## src/rtl/gnl_pkg.sv

```systemverilog
// shared types and constants of the grid neighbourhood locator
`default_nettype none
package gnl_pkg;

  localparam int MAX_GRID_DIM_DEF = 1024;
  localparam int DIM_W = 11;
  localparam int SIZE_W = 16;
  localparam int CS_W = 8;
  localparam int CELL_W = 21;
  localparam int IDX_W = 20;
  localparam int TOTAL_W = 21;
  localparam int CFG_IDX_W = 2;
  localparam int CFG_DATA_W = 16;
  localparam int MIN_CELL = 3;

  typedef enum logic [CFG_IDX_W-1:0] {
    REG_SCENE_LENGTH = 2'd0,
    REG_SCENE_WIDTH  = 2'd1,
    REG_CELL_SIZE    = 2'd2
  } cfg_reg_t;

  typedef enum logic {
    ACT_LOCATE = 1'b0,
    ACT_NEIGHBOURS = 1'b1
  } action_t;

  typedef struct packed {
    logic              action;
    logic [SIZE_W-1:0] pos_x;
    logic [SIZE_W-1:0] pos_y;
    logic [CELL_W-1:0] first_cell;
    logic [CELL_W-1:0] second_cell;
  } in_item_t;

  typedef struct packed {
    logic [IDX_W-1:0] cell_index;
    logic             last;
  } out_item_t;

  typedef struct packed {
    logic               busy;
    logic [CS_W-1:0]    cell_size;
    logic [DIM_W-1:0]   column_count;
    logic [DIM_W-1:0]   row_count;
    logic [TOTAL_W-1:0] total;
  } grid_status_t;

endpackage
`default_nettype wire

```

## src/rtl/gnl_grid_calc.sv

```systemverilog
// configuration registers and serial recomputation of the grid dimensions
`default_nettype none
module gnl_grid_calc import gnl_pkg::*; #(
  parameter int MaxGridDim = MAX_GRID_DIM_DEF
) (
  input  wire logic                  clk,
  input  wire logic                  rst_n,
  input  wire logic                  cfg_we,
  input  wire logic [CFG_IDX_W-1:0]  cfg_index,
  input  wire logic [CFG_DATA_W-1:0] cfg_data,
  output grid_status_t               status
);

  typedef enum logic [2:0] {
    CALC_IDLE,
    CALC_LOAD,
    CALC_DIV,
    CALC_SET,
    CALC_TOTAL
  } calc_state_t;

  calc_state_t        state_r;
  logic [SIZE_W-1:0]  len_r, wid_r;
  logic [CS_W-1:0]    cs_r;
  logic [DIM_W-1:0]   cc_r, rc_r;
  logic [TOTAL_W-1:0] total_r;
  logic [SIZE_W-1:0]  nl_r, nw_r;
  logic [CS_W-1:0]    rl_r, rw_r;
  logic [3:0]         cnt_r;

  logic [CS_W:0]      tl, tw, dl_sub, dw_sub;
  logic               gel, gew;
  logic [SIZE_W:0]    ql, qw;
  logic [DIM_W-1:0]   cc_nxt, rc_nxt;
  logic [CS_W-1:0]    cs_wr;

  always_comb begin
    tl = {rl_r, nl_r[SIZE_W-1]};
    tw = {rw_r, nw_r[SIZE_W-1]};
    gel = tl >= {1'b0, cs_r};
    gew = tw >= {1'b0, cs_r};
    dl_sub = tl - {1'b0, cs_r};
    dw_sub = tw - {1'b0, cs_r};
    ql = {1'b0, nl_r} + (SIZE_W+1)'(1);
    qw = {1'b0, nw_r} + (SIZE_W+1)'(1);
    cc_nxt = (ql > (SIZE_W+1)'(MaxGridDim)) ? DIM_W'(MaxGridDim) : ql[DIM_W-1:0];
    rc_nxt = (qw > (SIZE_W+1)'(MaxGridDim)) ? DIM_W'(MaxGridDim) : qw[DIM_W-1:0];
    cs_wr = (cfg_data[CS_W-1:0] < CS_W'(MIN_CELL)) ? CS_W'(MIN_CELL) : cfg_data[CS_W-1:0];
  end

  always_ff @(posedge clk) begin
    if (!rst_n) begin
      state_r <= CALC_IDLE;
      len_r <= SIZE_W'(1);
      wid_r <= SIZE_W'(1);
      cs_r <= CS_W'(MIN_CELL);
      cc_r <= DIM_W'(1);
      rc_r <= DIM_W'(1);
      total_r <= TOTAL_W'(1);
      cnt_r <= '0;
      nl_r <= '0;
      nw_r <= '0;
      rl_r <= '0;
      rw_r <= '0;
    end else begin
      unique case (state_r)
        CALC_IDLE: ;
        CALC_LOAD: begin
          nl_r <= (len_r == '0) ? '0 : len_r - SIZE_W'(1);
          nw_r <= (wid_r == '0) ? '0 : wid_r - SIZE_W'(1);
          rl_r <= '0;
          rw_r <= '0;
          cnt_r <= '0;
          state_r <= CALC_DIV;
        end
        CALC_DIV: begin
          nl_r <= {nl_r[SIZE_W-2:0], gel};
          nw_r <= {nw_r[SIZE_W-2:0], gew};
          rl_r <= gel ? dl_sub[CS_W-1:0] : tl[CS_W-1:0];
          rw_r <= gew ? dw_sub[CS_W-1:0] : tw[CS_W-1:0];
          cnt_r <= cnt_r + 4'd1;
          if (cnt_r == 4'd15) begin
            state_r <= CALC_SET;
          end
        end
        CALC_SET: begin
          cc_r <= cc_nxt;
          rc_r <= rc_nxt;
          state_r <= CALC_TOTAL;
        end
        CALC_TOTAL: begin
          total_r <= TOTAL_W'(cc_r) * TOTAL_W'(rc_r);
          state_r <= CALC_IDLE;
        end
        default: state_r <= CALC_IDLE;
      endcase
      if (cfg_we) begin
        unique case (cfg_index)
          REG_SCENE_LENGTH: begin
            len_r <= cfg_data;
            state_r <= CALC_LOAD;
          end
          REG_SCENE_WIDTH: begin
            wid_r <= cfg_data;
            state_r <= CALC_LOAD;
          end
          REG_CELL_SIZE: begin
            cs_r <= cs_wr;
            state_r <= CALC_LOAD;
          end
          default: ;
        endcase
      end
    end
  end

  assign status.busy = (state_r != CALC_IDLE);
  assign status.cell_size = cs_r;
  assign status.column_count = cc_r;
  assign status.row_count = rc_r;
  assign status.total = total_r;

endmodule
`default_nettype wire

```

## src/rtl/grid_neighbourhood_locator_unit.sv

```systemverilog
// top level: divider pipeline, neighbourhood mask and result sequencer
//
//  channel   ports                         transfer when
//  input     start, busy, in_data          start high, busy low
//  result    out_strobe, out_data          out_strobe high, one cycle each
//  config    cfg_we, cfg_index, cfg_data   cfg_we high
//
// an item passes an entry stage and 21 one-bit divider stages, then loads the
// result sequencer
// the sequencer emits one result a cycle, up to nine per item; the pipeline
// moves only while the sequencer is on its final result or empty
// a register write recomputes the grid dimensions serially, busy meanwhile
// reset is synchronous and clears the pipeline and the configuration
`default_nettype none
module grid_neighbourhood_locator_unit import gnl_pkg::*; #(
  parameter int MaxGridDim = MAX_GRID_DIM_DEF
) (
  input  wire logic                  clk,
  input  wire logic                  rst_n,
  input  wire logic                  start,
  output logic                       busy,
  input  wire in_item_t              in_data,
  output logic                       out_strobe,
  output out_item_t                  out_data,
  input  wire logic                  cfg_we,
  input  wire logic [CFG_IDX_W-1:0]  cfg_index,
  input  wire logic [CFG_DATA_W-1:0] cfg_data
);

  localparam int DIV_STAGES = CELL_W;

  typedef struct packed {
    logic              valid;
    logic              action;
    logic              a_ok;
    logic              b_ok;
    logic [IDX_W-1:0]  a_idx;
    logic [CELL_W-1:0] na;
    logic [DIM_W-1:0]  ra;
    logic [CELL_W-1:0] nb;
    logic [DIM_W-1:0]  rb;
  } div_stage_t;

  grid_status_t status;
  div_stage_t   stg_r [0:DIV_STAGES];
  div_stage_t   stg_nxt [1:DIV_STAGES];
  logic [DIM_W-1:0] divisor;
  logic adv, accept;

  logic [8:0]       em_mask_r;
  logic [IDX_W-1:0] em_base_r [0:2];
  logic [8:0]       mask_rest;

  gnl_grid_calc #(.MaxGridDim(MaxGridDim)) u_calc (
    .clk(clk),
    .rst_n(rst_n),
    .cfg_we(cfg_we),
    .cfg_index(cfg_index),
    .cfg_data(cfg_data),
    .status(status)
  );

  assign mask_rest = em_mask_r & (em_mask_r - 9'd1);
  assign adv = (mask_rest == '0);
  assign busy = !adv || status.busy;
  assign accept = start && !busy;

  genvar k;
  generate
    for (k = 1; k <= DIV_STAGES; k++) begin : g_div
      logic [DIM_W:0] ta, tb, sa, sb;
      logic           gea, geb;
      logic [DIM_W-1:0] d;
      always_comb begin
        d = (stg_r[k-1].action == ACT_NEIGHBOURS) ? status.column_count
                                                   : {3'b0, status.cell_size};
        ta = {stg_r[k-1].ra, stg_r[k-1].na[CELL_W-1]};
        tb = {stg_r[k-1].rb, stg_r[k-1].nb[CELL_W-1]};
        gea = ta >= {1'b0, d};
        geb = tb >= {1'b0, d};
        sa = ta - {1'b0, d};
        sb = tb - {1'b0, d};
        stg_nxt[k] = stg_r[k-1];
        stg_nxt[k].na = {stg_r[k-1].na[CELL_W-2:0], gea};
        stg_nxt[k].nb = {stg_r[k-1].nb[CELL_W-2:0], geb};
        stg_nxt[k].ra = gea ? sa[DIM_W-1:0] : ta[DIM_W-1:0];
        stg_nxt[k].rb = geb ? sb[DIM_W-1:0] : tb[DIM_W-1:0];
      end
      always_ff @(posedge clk) begin
        if (!rst_n) begin
          stg_r[k] <= '0;
        end else if (adv) begin
          stg_r[k] <= stg_nxt[k];
        end
      end
    end
  endgenerate

  assign divisor = status.column_count;

  always_ff @(posedge clk) begin
    if (!rst_n) begin
      stg_r[0] <= '0;
    end else if (adv) begin
      stg_r[0].valid <= accept;
      stg_r[0].action <= in_data.action;
      stg_r[0].a_ok <= in_data.first_cell < status.total;
      stg_r[0].b_ok <= in_data.second_cell < status.total;
      stg_r[0].a_idx <= in_data.first_cell[IDX_W-1:0];
      stg_r[0].na <= (in_data.action == ACT_NEIGHBOURS) ? in_data.first_cell
                                                        : CELL_W'(in_data.pos_x);
      stg_r[0].nb <= (in_data.action == ACT_NEIGHBOURS) ? in_data.second_cell
                                                        : CELL_W'(in_data.pos_y);
      stg_r[0].ra <= '0;
      stg_r[0].rb <= '0;
    end
  end

  // mask and row bases for the sequencer
  div_stage_t       s;
  logic [DIM_W-1:0] lx, ly, ax, ay, bx, by;
  logic [2*DIM_W-1:0] prod;
  logic [IDX_W-1:0] loc_idx;
  logic [2:0]       row_ok, col_ok, near_x, near_y;
  logic signed [DIM_W+1:0] dxs, dys, vx, vy;
  logic [8:0]       mask_nxt;

  always_comb begin
    s = stg_r[DIV_STAGES];
    lx = (s.na >= CELL_W'(status.column_count)) ? '0 : s.na[DIM_W-1:0];
    ly = (s.nb >= CELL_W'(status.row_count)) ? '0 : s.nb[DIM_W-1:0];
    prod = ly * status.column_count;
    loc_idx = IDX_W'(prod) + IDX_W'(lx);
    ax = s.ra;
    ay = s.na[DIM_W-1:0];
    bx = s.rb;
    by = s.nb[DIM_W-1:0];
    row_ok[0] = (ay != '0);
    row_ok[1] = 1'b1;
    row_ok[2] = ({1'b0, ay} + (DIM_W+1)'(1)) < {1'b0, status.row_count};
    col_ok[0] = (ax != '0);
    col_ok[1] = 1'b1;
    col_ok[2] = ({1'b0, ax} + (DIM_W+1)'(1)) < {1'b0, divisor};
    dxs = $signed({2'b0, ax}) - $signed({2'b0, bx});
    dys = $signed({2'b0, ay}) - $signed({2'b0, by});
    for (int j = 0; j < 3; j++) begin
      vx = dxs + (DIM_W+2)'(j - 1);
      vy = dys + (DIM_W+2)'(j - 1);
      near_x[j] = (vx >= -(DIM_W+2)'(1)) && (vx <= (DIM_W+2)'(1));
      near_y[j] = (vy >= -(DIM_W+2)'(1)) && (vy <= (DIM_W+2)'(1));
    end
    for (int i = 0; i < 3; i++) begin
      for (int j = 0; j < 3; j++) begin
        mask_nxt[i*3+j] = s.a_ok && row_ok[i] && col_ok[j]
                          && !(s.b_ok && near_y[i] && near_x[j]);
      end
    end
    if (!s.valid) begin
      mask_nxt = '0;
    end else if (s.action == ACT_LOCATE) begin
      mask_nxt = 9'b000010000;
    end
  end

  always_ff @(posedge clk) begin
    if (!rst_n) begin
      em_mask_r <= '0;
    end else if (adv) begin
      em_mask_r <= mask_nxt;
    end else begin
      em_mask_r <= mask_rest;
    end
  end

  always_ff @(posedge clk) begin
    if (adv) begin
      em_base_r[0] <= s.a_idx - IDX_W'(divisor);
      em_base_r[1] <= (s.action == ACT_LOCATE) ? loc_idx : s.a_idx;
      em_base_r[2] <= s.a_idx + IDX_W'(divisor);
    end
  end

  // lowest pending cell first
  logic [1:0] sel_row, sel_col;
  always_comb begin
    sel_row = 2'd0;
    sel_col = 2'd0;
    for (int p = 8; p >= 0; p--) begin
      if (em_mask_r[p]) begin
        sel_row = 2'(p / 3);
        sel_col = 2'(p % 3);
      end
    end
  end

  assign out_strobe = (em_mask_r != '0);
  assign out_data.cell_index = em_base_r[sel_row] + IDX_W'(sel_col) - IDX_W'(1);
  assign out_data.last = (mask_rest == '0);

endmodule
`default_nettype wire
```

## config.mk

```make
export PLATFORM = sky130hd
export DESIGN_NAME = grid_neighbourhood_locator_unit
export DESIGN_NICKNAME = d
export VERILOG_FILES = /design/src/rtl/gnl_pkg.sv /design/src/rtl/gnl_grid_calc.sv /design/src/rtl/grid_neighbourhood_locator_unit.sv
export SDC_FILE = /design/constraint.sdc
export NUM_CORES = 2
export LEC_CHECK = 0
export BUFFER_PORTS_ARGS = -buffer_cell sky130_fd_sc_hd__buf_2
export CAP_MARGIN = 20
export CORE_ASPECT_RATIO = 0.6
export CORE_MARGIN = 4
export CORE_UTILIZATION = 58
export DETAILED_ROUTE_END_ITERATION = 6
export MAX_ROUTING_LAYER = met4
export PLACE_DENSITY = 0.77
export SLEW_MARGIN = 20
export SYNTH_ARGS = -nofsm -noshare
export SYNTH_HDL_FRONTEND = slang
export SYNTH_SLANG_ARGS = --single-unit
```

## constraint.sdc

```tcl
create_clock -name clk -period 146.5 [get_ports clk]
set_input_delay 7.325 -clock clk [delete_from_list [all_inputs] [get_ports clk]]
set_output_delay 7.325 -clock clk [all_outputs]
set_load 0.02 [all_outputs]
```

==> metrics.txt <==
status=complete, but fails checks; failing checks=design-rule violations; DR DRC count=1; CP endpoint kind=output pin; class of the most critical setup path=reg2out; clock sink count=about 2100; RSZ-0062 raised after global routing=no; f_max=~0.074 GHz; die height=between 300 and 400 um; Setup crit start=em_mask_r[3]; initial DRC count=9004; mux contribution to synthesized area=0.0427; Hold Crit Class=reg2reg; CP max FO=38; FF-to-FF path depth=30; Synth top area share=0.496; Layout Cells excl Fill=approximately 13000; Clk Latency, worst-skew pair=890 ps; hold buffers post-CTS=0; Nets=11600; Synth Area in Simple Gates=0.172; Rows=approximately 130; total CTS buffers=201; Overflow after GRT=0; Cell Area, Synth=roughly 0.12 mm^2; Min Hold Slack=453 ps; relative max-transition margin=0.189; die width=594 um; Root Buffer=clkbuf_16; WL/cell=22.1 um; # Post-CTS Setup Buffers=0; Post-synth EDFFs=~2000; worst path required time=approximately 140000 ps; Initial DRT Pass Iterations=7; largest family of logic cells by synthesized area=simple AND/OR/NAND/NOR gates; Setup TNS=0 ps; Port Buf Inserts=119; number of global-route vias before repair=~76000; Layout area overhead=8.48%; maximum VDD drop=11.9 uV; sequential cell area fraction in the yosys report=0.520; clock tree buffer depth=4; Initial Util=0.586; TritonCTS clock tree=built; adder-cell share of the synthesized area=0.113; most frequent cells after synthesis=edfxtp_1 (1973), and2_1 (1427), nor2_1 (953); hold path depth=1; fin crit share=0.0921; first-pass GRT wire length=458000 um; top cells by area, synth=edfxtp_1 (50%), ha_1 (7.7%), and2_1 (7.5%); synth unique cells=86; Worst Tran Pin Value=1220 ps; Synth Register Bits=between 2000 and 2500; Critical Path AT=between 6000 and 7000 ps; Final Critical Period=13490 ps; Placed Instances=13100; cells resized by post-CTS repair=0; most frequent cell after synthesis=edfxtp_1; xor-xnor portion of the synthesized cell area=0.0295; r2r endpoint=em_base_r[1][19]; pin count of the biggest net entering global routing=about 330; Compound-Gate Fraction of Synth Area=0.0877; Setup Slack @ Placement=approximately 130000 ps; post-route ant nets=0; startpoint types=flop; Final GP Congestion=0.978; vias=around 80000; Tot GR Track Use=0.282; Synthesized Nets=11700; Final Hold Viols=0; Max Slew Vio Count=0; Core Box Area=approximately 0.20 mm^2; worst setup path endpoint=out_data[20]; Warnings, synthesis=0; static leakage=between 0.05 and 0.06 uW; power density cells=around 16 mW/mm^2; share of layout cells above drive strength 1=0.0584; die area=around 0.21 mm^2; Worst-path clk slew=70 ps; Synth Area per Inst=11.3 um^2; asr flop ratio synth=0; I/O pins=120; DPL Wire Length=212000 um; setup ws final=133010 ps; maximum capacitance violations=0; initial antenna violation count=17; setup slack, reg-to-reg=137060 ps; Fin Clk Skew=between 80 and 90 ps; H-tree depth=4; ys flop type=edfxtp_1; Final Util=0.636; Cells after Synth=10600; DR vias/cell=between 5 and 6; FF-to-FF Start=u_calc.cc_r[1]; area leader, netlist=edfxtp_1; setup violators final=0; total routed wirelength=~300000 um
-- flip-flops by register name (all words and copies together), names as in the netlist, 8 cells and up --
| register | cells |
|---|---|
| u_calc.len_r | 16 |
| u_calc.total_r | 21 |
| em_base_r | 59 |
| em_mask_r | 9 |
| u_calc.cc_r | 11 |
| u_calc.rl_r | 8 |
| u_calc.nl_r | 16 |
| u_calc.wid_r | 16 |
| u_calc.rc_r | 11 |
| u_calc.cs_r | 8 |
| u_calc.rw_r | 8 |
| stg_r | 1914 |
| u_calc.nw_r | 16 |
-- logic make-up after synthesis --
kind of cell	count (synthesis)
flops	2120
fa+ha+maj	953
buf+inv	1085
simple gates	3977
xor+xnor	403
compound gates	1570
mux	506
-- metrics by stage --
stage	total power, uW	instance area [um^2]
after global placement	1530	123000
after CTS	2100	130000
final	2110	130000
after detailed placement	1550	123000
after global routing	2220	130000
after floorplan	1350	120000
-- critical path, cell delays in order, from the launching register on --
cell and delay (ps):
dfxtp_1 350, or4_1 610, nor3_1 510, o31ai_4 140, buf_4 270, nand2_1 110
o21ai_0 100, ha_1 300, inv_1 40, ha_1 220, fa_1 410, a21o_1 180
a21oi_1 210, o21ai_0 200, o221a_2 260, o21a_1 180, o21ai_0 240, a21oi_1 150
a41o_1 280, nor4_1 190, nor3_1 110, xnor2_1 130, buf_2 180
-- routing by layer --
| layer | wire, um | vias up | GRT usage |
|---|---|---|---|
| li1 | - | 37400 | - |
| met1 | 142000 | 38600 | 0.441 |
| met2 | 116000 | 3388 | 0.366 |
| met3 | 33400 | 405 | 0.0762 |
| met4 | 5920 | 0 | 0.0538 |
| met5 | 0 | - | - |
-- where the power goes --
| group | switching, uW | internal (uW) | leakage (uW) |
|---|---|---|---|
| Combinational | 467 | 317 | 0.0277 |
| Sequential | 44.0 | 740 | 0.0250 |
| Clock | 233 | 306 | 0.00321 |
| Total | 744 | 1360 | 0.0559 |
-- cell type report --
class	instances	area [um^2]
Sequential cell	2120	62200
Timing Repair Buffer	230	1550
Tap cell	2730	3420
Antenna cell	8	20.0
Clock inverter	122	1400
Inverter	623	2340
Clock buffer	236	5290
Multi-Input combinational cell	7409	53400
Fill cell	15500	74200
-- cell usage in the layout (no fill, tap or decap), drive strengths merged, types with 28 or more instances in the layout --
cell    synthesis  layout
a211o          45      45
a211oi        122     122
a21boi        134     134
a21o          243     243
a21oi         316     316
a221oi         28      28
a31oi          40      40
and2         1429    1429
and3          115     115
buf            46     230
clkbuf        416     236
clkinv          4      73
dfxtp         147     147
edfxtp       1973    1973
fa            216     216
ha            737     737
inv           619     628
mux2i         479     479
nand2         725     725
nand2b         80      80
nand3          53      53
nand4         109     109
nor2          954     954
nor2b         159     159
nor3          165     165
nor4           54      54
o211ai         29      29
o21a           77      77
o21ai         336     336
or4            39      39
xnor2         232     232
xor2          171     171
-- how the worst min path moves through the flow --
stage,to,startpoint
after global placement,u_calc.rl_r[7],u_calc.rl_r[7]
after floorplan,u_calc.cnt_r[3],u_calc.cnt_r[3]
after CTS,stg_r[1][118],stg_r[1][29]
after global routing,stg_r[1][118],stg_r[1][29]
after detailed placement,u_calc.total_r[1],u_calc.total_r[1]
final,stg_r[1][118],stg_r[1][29]
Power figures use the tool's default switching activity.
